==> config.mk <==
export PLATFORM = sky130hd
export DESIGN_NAME = btpc_mul
export DESIGN_NICKNAME = d
export VERILOG_FILES = /design/src/hw/rtl/btpc_pkg.sv /design/src/hw/rtl/btpc_mul.sv
export SDC_FILE = /design/constraint.sdc
export NUM_CORES = 2
export LEC_CHECK = 0
export BUFFER_PORTS_ARGS = -buffer_cell sky130_fd_sc_hd__clkbuf_2
export CORE_MARGIN = 2
export CORE_UTILIZATION = 34
export CTS_CLUSTER_SIZE = 8
export DETAILED_ROUTE_END_ITERATION = 8
export GPL_ROUTABILITY_DRIVEN = 0
export PLACE_DENSITY = 0.52
export SLEW_MARGIN = 20
export SYNTH_ARGS = -nofsm -noshare
export SYNTH_HDL_FRONTEND = slang
export SYNTH_SLANG_ARGS = --single-unit
==> constraint.sdc <==
create_clock -name clk -period 10.14 [get_ports clk]
set_clock_uncertainty 0.1 [all_clocks]
set_input_delay 2.028 -clock clk [delete_from_list [all_inputs] [get_ports clk]]
set_output_delay 2.028 -clock clk [all_outputs]
set_load 0.02 [all_outputs]
==> src/hw/rtl/btpc_pkg.sv <==
// Shared types and constants for the barometer compensation block.
// Used by every module of the block; depends on nothing.
`default_nettype none
package btpc_pkg;
  localparam int CfgIdxW = 2;
  localparam int CfgW    = 48;
  localparam logic [1:0] RegTempCalib  = 2'd0;
  localparam logic [1:0] RegPressCalA  = 2'd1;
  localparam logic [1:0] RegPressCalB  = 2'd2;
  localparam logic [1:0] RegPressCalC  = 2'd3;
  localparam logic OpTemp  = 1'b0;
  localparam logic OpPress = 1'b1;

  typedef struct packed {
    logic        opcode;
    logic [19:0] raw_sample;
  } in_beat_t;

  typedef struct packed {
    logic        kind;
    logic [31:0] temp_centi;
    logic [31:0] press_q24_8;
    logic        zero_divisor;
  } out_beat_t;

  // Divider control between sequencer and divider.
  typedef struct packed {
    logic        start;
    logic [63:0] num;
    logic [63:0] den;
  } div_req_t;

  typedef struct packed {
    logic        done;
    logic [63:0] quot;
  } div_rsp_t;
endpackage
`default_nettype wire

==> src/hw/rtl/btpc_mul.sv <==
// Shared 32x32 multiplier, signed or unsigned per operand, used for three passes per 64-bit product.
// Depends on btpc_pkg.
`default_nettype none
module btpc_mul
  import btpc_pkg::*;
(
  input  wire logic        clk,
  input  wire logic [31:0] a,
  input  wire logic [31:0] b,
  input  wire logic        a_signed,
  input  wire logic        b_signed,
  output logic      [63:0] p
);
  logic signed [32:0] ax;
  logic signed [32:0] bx;
  logic signed [65:0] full;

  // Extend each operand by its own signedness, then register the product.
  assign ax   = {a_signed & a[31], a};
  assign bx   = {b_signed & b[31], b};
  assign full = ax * bx;

  always_ff @(posedge clk) begin
    p <= full[63:0];
  end
endmodule
`default_nettype wire

==> flow_summary.yaml <==
hold_path:
  min_delay_path_depth: 4
  path_category_of_the_worst_min_delay_check: "in2reg"
  hold_path_startpoint: "b[1]"
  hold-path-endpoint: "p[1]"
finish:
  largest_reg_flops: 64
  layout_top_registers: "p (64)"
  areaGrowthSynthToFinish_pct: 9.56
  register_bank_with_the_most_flops: "p"
  final_area_sq_um: 42700
  most-common-layout-cells: "fa_1 (1124), inv_1 (1096), nand2_1 (710)"
  layout.nets: 5702
  mostFrequentLayoutCell: "fa_1"
  layout-drive-gt1-share: 0.0832
  nFillCells: 11800
clocking:
  clock_buffer_depth: 2
  worst_path_clk_slew_ns: 0.07
  cts_inserted_buffers: 9
  tritoncts_clock_tree: "yes"
  numClockSinks: 64
  ctsHtreeMaxLevel: 3
  ctsRootBufferMaster: "clkbuf_16"
setup_path:
  family_of_cells_with_the_greatest_summed_delay_on_the_critical_path: "adder cells"
  worst_path_buffer_plus_inverter_count: 8
  endpoint_kind: "flop"
  timing.critical_path.mode_cell: "fa_1"
  path_max_fanout: 13
  timing.critical_path.slowest_stage_cell: "fa_1"
  critical_path.startpoint_type: "primary input"
  cp_data_required_time_ns: 10.32
  data_arrival_time_of_the_critical_path_ns: 9.93
  slowest_delay_ns: 0.53
  timing.setup.critical_path_class: "in2reg"
yosys:
  avgSynthCellArea_sq_um: 9.31
  syn-cell-area_sq_um: 39000
  netlist-cell-type-count: 55
  synth_edf_count: 0
  ys_ff_latch: 64
  postSynthCellCount: 4187
  synth_seq_area_share: 0.0329
  ys.warnings.count: 0
  yosys_most_used_dff: "dfxtp_1"
  synth_fp_nets: 5591
  synthArstFlopShare: 0
global_route:
  grt_pass1_wl_mm: 184
  overflow: 0
  grt_pass1_vias: 31100
  total_track_usage: 0.208
  maximum_number_of_pins_on_one_net_before_global_route_repair: 38
  initial_antenna_violation_count: 5
floorplanning:
  die_w_um: 343
  row_count: 124
  io_pins: 131
  initial_utilization: 0.342
  core_region_area_sq_um: 114000
  die-height_um: 343
  dieArea_sq_um: 117000
place:
  place.detailed.hpwl_mm: 101
  placement.cell_area_sq_um: 42300
  portBuffers: 130
timing:
  rsz0062_at_grt: "no"
  worst-slew-pin-transition_ns: 0.764
  slew_headroom: 0.490
  finalMaxSlewViolations: 0
  max_freq_mhz: 103
  period_minus_slack_ns: 9.75
  setup_tns_ns: 0
  final_min_period_over_clock_period: 0.962
  hold_viol_final: 0
  setup-violations-final: 0
routing:
  finalWirelength_mm: 117
  post-route-drc-count: 0
  detail_route.first_pass.iterations: 8
  post_drt_via_cell_ratio: 4.76
  drt.antenna.violating_nets: 0
  routed_wire_length_per_instance_um: 20.1
  detailroute.via_count: 27700
  initial_drc_count: 1283
job:
  timing.max_cap.violations: 0
run_status:
  run_status: "completed"
-- worst max-delay path by stage --
stage,start,cells past startpoint,to,slack [ns]
2_1_floorplan,a_signed,31,p[62],0.13
4_1_cts,a[31],28,p[62],0.34
3_3_place_gp,b[0],28,p[61],-0.009
5_1_grt,a_signed,28,p[60],0.05
3_5_place_dp,a[31],28,p[62],-0.07
6_report,b[0],28,p[61],0.39
-- layer usage --
layer / track usage / part of all wire / routed length [um]
met1: 0.246 / 0.38 / 43900
met4: 0.0526 / 0.028 / 3270
met3: 0.0245 / 0.040 / 4730
met5: 0 / 0.00025 / 29
met2: 0.396 / 0.55 / 64800
-- cell usage after synthesis (2+ instances only) --
cell type / count / share of area
a211oi_1: 7 / 0.0013
a21o_1: 34 / 0.0065
a21oi_1: 59 / 0.0076
a221oi_1: 2 / 0.00045
a311oi_1: 3 / 0.00067
a31o_2: 2 / 0.00045
a31oi_1: 10 / 0.0016
and2_1: 358 / 0.057
and3_1: 26 / 0.0042
buf_1: 2 / 0.00019
buf_2: 7 / 0.00090
clkbuf_1: 208 / 0.020
dfxtp_1: 64 / 0.033
fa_1: 1125 / 0.58
ha_1: 212 / 0.068
inv_1: 1097 / 0.11
nand2_1: 710 / 0.068
nand2b_1: 9 / 0.0014
nand3_1: 12 / 0.0015
nand3_2: 2 / 0.00051
nand3b_1: 2 / 0.00039
nand4_1: 13 / 0.0021
nor2_1: 49 / 0.0047
nor2b_1: 5 / 0.00080
nor3_1: 3 / 0.00039
o211ai_1: 4 / 0.00077
o21a_1: 6 / 0.0012
o21ai_0: 28 / 0.0036
o21ai_1: 7 / 0.00090
o21bai_1: 10 / 0.0019
o31ai_1: 3 / 0.00058
or2_2: 8 / 0.0013
or3_1: 2 / 0.00032
xnor2_1: 59 / 0.013
xor2_1: 19 / 0.0043
-- tightest hold or removal path, stage by stage --
cell,delay [ns]
clkbuf_2,0.18
buf_12,0.21
and2_1,0.15
ha_1,0.14
-- kinds of logic after synthesis --
kind of cell               count (synthesis)  synth area share
and+or+nand+nor                         1203             0.145
buffers and inverters                   1316             0.127
adders and majority gates               1337             0.646
AOI/OAI and AO/OA                        189            0.0319
xor gates and xnor gates                  78            0.0175
DFF                                       64            0.0329
-- layout make-up --
cell class                 instances  area, sq um  area share
clock inverter                     5         55.1     0.00129
antenna                            4         10.0    0.000234
timing repair buffer             319         2340      0.0549
multi-input combinational       2807        32700       0.767
inverter                        1097         4120      0.0965
tap                             1512         1890      0.0443
sequential                        64         1280      0.0300
clock buffer                      11          253     0.00592
-- metrics by stage --
stage / instances / util / hold WS [ns] / setup slack (ns)
floorplan: 4187 / - / 2.06 / 0.125
detailed placement: 5798 / 0.371 / 2.36 / -0.0696
global placement: 5798 / 0.371 / 2.35 / -0.00869
CTS: 5814 / 0.374 / 2.28 / 0.338
finish: 5819 / 0.374 / 2.30 / 0.389
global route: 5815 / 0.374 / 2.32 / 0.0534
-- timing repair --
item	CTS	global route
hold buffers	0	0
endpoints found under the setup margin	0	3
setup buffers	0	1
gates resized for setup	0	2
Power is not shown: default switching activity piles up to over one toggle a cycle in this logic, so the estimate is an artifact.
