### src/hw/rtl/btpc_pkg.sv
// Shared types and constants for the barometer compensation block.
// Used by every module of the block; depends on nothing.
`default_nettype none
package btpc_pkg;
  localparam int CfgIdxW = 2;
  localparam int CfgW    = 48;
  localparam logic [1:0] RegTempCalib  = 2'd0;
  localparam logic [1:0] RegPressCalA  = 2'd1;
  localparam logic [1:0] RegPressCalB  = 2'd2;
  localparam logic [1:0] RegPressCalC  = 2'd3;
  localparam logic OpTemp  = 1'b0;
  localparam logic OpPress = 1'b1;

  typedef struct packed {
    logic        opcode;
    logic [19:0] raw_sample;
  } in_beat_t;

  typedef struct packed {
    logic        kind;
    logic [31:0] temp_centi;
    logic [31:0] press_q24_8;
    logic        zero_divisor;
  } out_beat_t;

  // Divider control between sequencer and divider.
  typedef struct packed {
    logic        start;
    logic [63:0] num;
    logic [63:0] den;
  } div_req_t;

  typedef struct packed {
    logic        done;
    logic [63:0] quot;
  } div_rsp_t;
endpackage
`default_nettype wire

### src/hw/rtl/btpc_div.sv
// Restoring radix-2 divider, signed 64-bit, truncating toward zero.
// Depends on btpc_pkg.
`default_nettype none
module btpc_div
  import btpc_pkg::*;
(
  input  wire logic     clk,
  input  wire logic     rst,
  input  wire div_req_t req,
  output div_rsp_t      rsp
);
  logic [63:0] rem;
  logic [63:0] quo;
  logic [63:0] dvs;
  logic [6:0]  cnt;
  logic        busy;
  logic        neg;
  logic        done;
  logic [64:0] trial;

  assign trial = {rem, quo[63]} - {1'b0, dvs};

  // One quotient bit per cycle; sign fixed at the end.
  always_ff @(posedge clk) begin
    if (rst) begin
      busy <= 1'b0;
      done <= 1'b0;
      cnt  <= '0;
    end else begin
      done <= 1'b0;
      if (req.start) begin
        busy <= 1'b1;
        cnt  <= 7'd64;
        rem  <= '0;
        quo  <= req.num[63] ? (64'd0 - req.num) : req.num;
        dvs  <= req.den[63] ? (64'd0 - req.den) : req.den;
        neg  <= req.num[63] ^ req.den[63];
      end else if (busy) begin
        if (trial[64]) begin
          rem <= {rem[62:0], quo[63]};
          quo <= {quo[62:0], 1'b0};
        end else begin
          rem <= trial[63:0];
          quo <= {quo[62:0], 1'b1};
        end
        cnt <= cnt - 7'd1;
        if (cnt == 7'd1) begin
          busy <= 1'b0;
          done <= 1'b1;
        end
      end
    end
  end

  assign rsp = {done, (neg ? (64'd0 - quo) : quo)};
endmodule
`default_nettype wire

### config.mk
export PLATFORM = sky130hd
export DESIGN_NAME = btpc_div
export DESIGN_NICKNAME = d
export VERILOG_FILES = /design/src/hw/rtl/btpc_pkg.sv /design/src/hw/rtl/btpc_div.sv
export SDC_FILE = /design/constraint.sdc
export NUM_CORES = 1
export LEC_CHECK = 0
export BUFFER_PORTS_ARGS = -buffer_cell sky130_fd_sc_hd__buf_2
export CAP_MARGIN = 0
export CORE_MARGIN = 2
export CORE_UTILIZATION = 45
export CTS_CLUSTER_DIAMETER = 80
export CTS_CLUSTER_SIZE = 30
export DETAILED_ROUTE_END_ITERATION = 7
export MAX_ROUTING_LAYER = met4
export SLEW_MARGIN = 40
export SYNTH_ARGS = -nofsm -noshare
export SYNTH_HDL_FRONTEND = slang
export SYNTH_SLANG_ARGS = --single-unit
### constraint.sdc
create_clock -name clk -period 8.85 [get_ports clk]
set_input_delay 1.77 -clock clk [delete_from_list [all_inputs] [get_ports clk]]
set_output_delay 1.77 -clock clk [all_outputs]
set_load 0.02 [all_outputs]
==> key figures <==
Detailed routing
  – DRT antenna net count: 0
  – Wl on met1: 20300 µm
  – DR vias/cell: ~5.7
  – Routed wire length: 42000 µm
  – Routed wl met2: around 18000 µm
  – Max Used Layer: met4
  – Iter 0 DRT Violations: a little over 900
  – First-pass DRT Iterations: 5
  – Vias post-DR: 13764
  – Routed WL per cell: 17.4 µm
  – DRC: 0
  – DR WL met3: 2620 µm

STA
  – Endpoints failing setup: 0
  – Unrepaired setup endpoints after global routing: false
  – Clock Skews: 0.0395 ns
  – Setup TNS: 0 ns
  – Setup slack after layout: 2.43 ns
  – Fin crit period: 6.42 ns
  – Max Freq: 0.156 GHz
  – Max-slew headroom: 0.450
  – Tcrit/Tclk final: 0.726
  – Hold violation total from the final report: 0
  – Worst Tran Pin Value: 0.825 ns
  – Slew Limit Fails: 0

GRT
  – Pin count of the biggest net entering global routing: 101
  – Gr ovfl total: 0
  – Initial antenna violation count: 0
  – Total Routing Usage GR: 0.233
  – First-pass GRT wire length: 67500 µm
  – Vias in the first global route: 13062

Clock network
  – Clock latency on the worst-skew pair: ~0.52 ns
  – Cts-stage hold buffer count: 0
  – CTS tree: yes
  – H-tree depth: 1
  – CTS buffer count: 15
  – Clk sink count: between 200 and 250
  – Deepest clock path buffer count: 3
  – Post-CTS setup buffer count: 0
  – Root Driver: clkbuf_16
  – Post-cts resize count: 0
  – Reg clk slew, reported paths: 0.08 ns

Worst hold path
  – HP Class: flip-flop to flip-flop

Logic synthesis
  – Post-synth top area share: 0.367
  – FF+latch count, synth: just over 200
  – Synthesized cell area: around 0.016 mm²
  – Post-Syn Nets: 2021
  – Post-synth ARST share: 0
  – Post-synthesis sequential area ratio: 0.378
  – Cells after Synth: 1820
  – Largest cells by area after synthesis: edfxtp_1, xnor2_1, a21oi_1
  – Synth Area per Inst: 8.68 µm²
  – Warnings from Yosys: 0
  – Post-synth top flop: edfxtp_1
  – Area leader, netlist: edfxtp_1
  – Yosys cell types: 68
  – Post-synth EDFFs: 193

Finish
  – Fill count: approximately 3300
  – Layout Nets: between 2000 and 2500
  – Final Util: 0.513
  – P&R area growth vs syn: 12.2%
  – Fin area: 0.0177 mm²
  – Proportion of layout cells with a drive suffix above 1: 0.133

Setup path
  – Worst setup path endpoint: rsp[60]
  – CP Capture Type: output port
  – Reg-to-Reg Start: quo[63]
  – Endpoint of the worst register-to-register path: rem[62]
  – Worst EP arrival: ~4.7 ns
  – Worst R2R Path Depth: 15
  – Reg2reg setup slack: approximately 3.7 ns
  – Max FO, Critical Path: 6
  – Worst Path Class, Setup: flip-flop to output port
  – Required time worst endpoint: 7.08 ns
  – Startpoint types: flip-flop
  – Crit path launch: quo[9]

Pwr
  – Pleak: between 0.006 and 0.007 µW
  – VDD IR-drop max: 126 µV
  – Pwr Density: 177 mW/mm²

Floorplan
  – Core area: 0.0345 mm²
  – Die area: 0.0366 mm²
  – Die height: 191 µm
  – Starting Density: 0.457
  – FP Rows: slightly below 70
  – IO Pins: 196
  – Die W: ~190 µm

Flow run
  – Max_cap viols: 0

Place
  – Pre-CTS WS: just under 3 ns
  – IO buf count: between 150 and 200
  – Dpl cell area: approximately 0.017 mm²
  – Post-DP HPWL: between 30000 and 40000 µm
  – GPL Wtd Cong: around 0.90

Outcome
  – Status: complete, no violations
## sequential cells by signal, summed over array words and instances (netlist names)
name / cells
neg: 1
busy: 1
cnt: 7
done: 1
rem: 64
dvs: 64
quo: 64
## layer usage
metal / GRT usage / up-vias
li1: - / 6891
met2: 0.363 / 409
met1: 0.333 / 6418
met3: 0.0176 / 46
met4: 0.0473 / 0
met5: - / -
## report_power, final
part	internal, µW	switching, µW	total (µW)
clock	372	399	771
sequential	1170	58.9	1230
combinational	431	703	1130
## placed cells by master, fill, tap and decap left out, types with 24 or more instances in the layout
cell type,count
a21oi_1,194
buf_2,194
o31ai_1,59
nand4_1,30
xor2_1,87
o41ai_1,24
xnor2_1,152
nor2_1,134
a21o_1,31
edfxtp_1,193
nor3_1,30
or4_1,30
nand3_1,37
ha_1,69
o21ai_0,111
or3_1,43
nand2_1,222
inv_1,93
## cells in the mapped netlist, types with 3 or more instances
master	instances
a21o_1	31
or2_2	12
ha_1	69
o31ai_1	59
nand3_1	37
nor2_1	136
clkbuf_1	80
edfxtp_1	193
o21bai_1	15
a311oi_1	3
or3_4	4
nand2_1	222
a211oi_1	10
xnor2_1	153
and3_1	5
xor2_1	88
o41ai_1	24
nand3b_1	6
nor4_1	13
o211ai_1	7
and2_1	4
a21boi_0	5
nor2b_1	7
or3_1	43
and4_1	3
inv_1	93
nor3_1	30
o21ai_0	112
a31o_2	4
o221ai_1	4
dfxtp_1	9
buf_1	6
a21oi_1	194
nand4_1	30
nand2b_1	16
a31oi_1	15
o21a_1	8
or4_1	30
## area by class of cell
| class | instances | area, µm² | area share |
|---|---|---|---|
| multi-input cells | 1436 | 9180 | 0.518 |
| flip-flops and latches | 202 | 5980 | 0.337 |
| repair buffers | 207 | 1110 | 0.0626 |
| well taps | 455 | 569 | 0.0321 |
| clock buffers | 17 | 383 | 0.0216 |
| inverters | 93 | 349 | 0.0197 |
| clock inverters | 9 | 158 | 0.00889 |
| diodes | 1 | 2.50 | 0.000141 |
## worst min path at each step
stage	from	endpoint	slack, ns	cells after the start
6_report	cnt[1]	cnt[1]	0.50	2
2_1_floorplan	cnt[1]	cnt[1]	0.47	2
4_1_cts	cnt[1]	cnt[1]	0.50	2
5_1_grt	cnt[1]	cnt[1]	0.55	2
3_5_place_dp	cnt[1]	cnt[1]	0.49	2
3_3_place_gp	cnt[1]	cnt[1]	0.48	2
## worst max-delay path: stages (launching register included)
cell and delay (ns):
edfxtp_1 0.47, or4_1 0.57, nor4_1 0.37, nand4_1 0.22, or2_1 0.35, or3_4 0.41
nand2b_4 0.16, or3_1 0.39, or3_1 0.52, o31ai_1 0.36, xnor2_1 0.15, buf_2 0.18
## stage by stage
stage	std cells	hold WS, ns	power, µW
6_report	2420	0.499	3130
5_1_grt	2419	0.550	3330
4_1_cts	2418	0.500	3160
3_5_place_dp	2392	0.489	2380
3_3_place_gp	2391	0.480	2360
2_1_floorplan	1820	0.469	2070
## kinds of logic (layout without fill, tap and decap cells)
family          Yosys count  after routing  synth area share
other cells               0              1                 0
simple gates            612            612             0.188
compound gates          512            512             0.200
fa+ha+maj                70             70            0.0559
buf+inv                 182            326            0.0438
mux                       1              1          0.000634
flops                   202            202             0.378
xor+xnor                241            241             0.134
No activity file was read; power rests on OpenSTA's default activity.
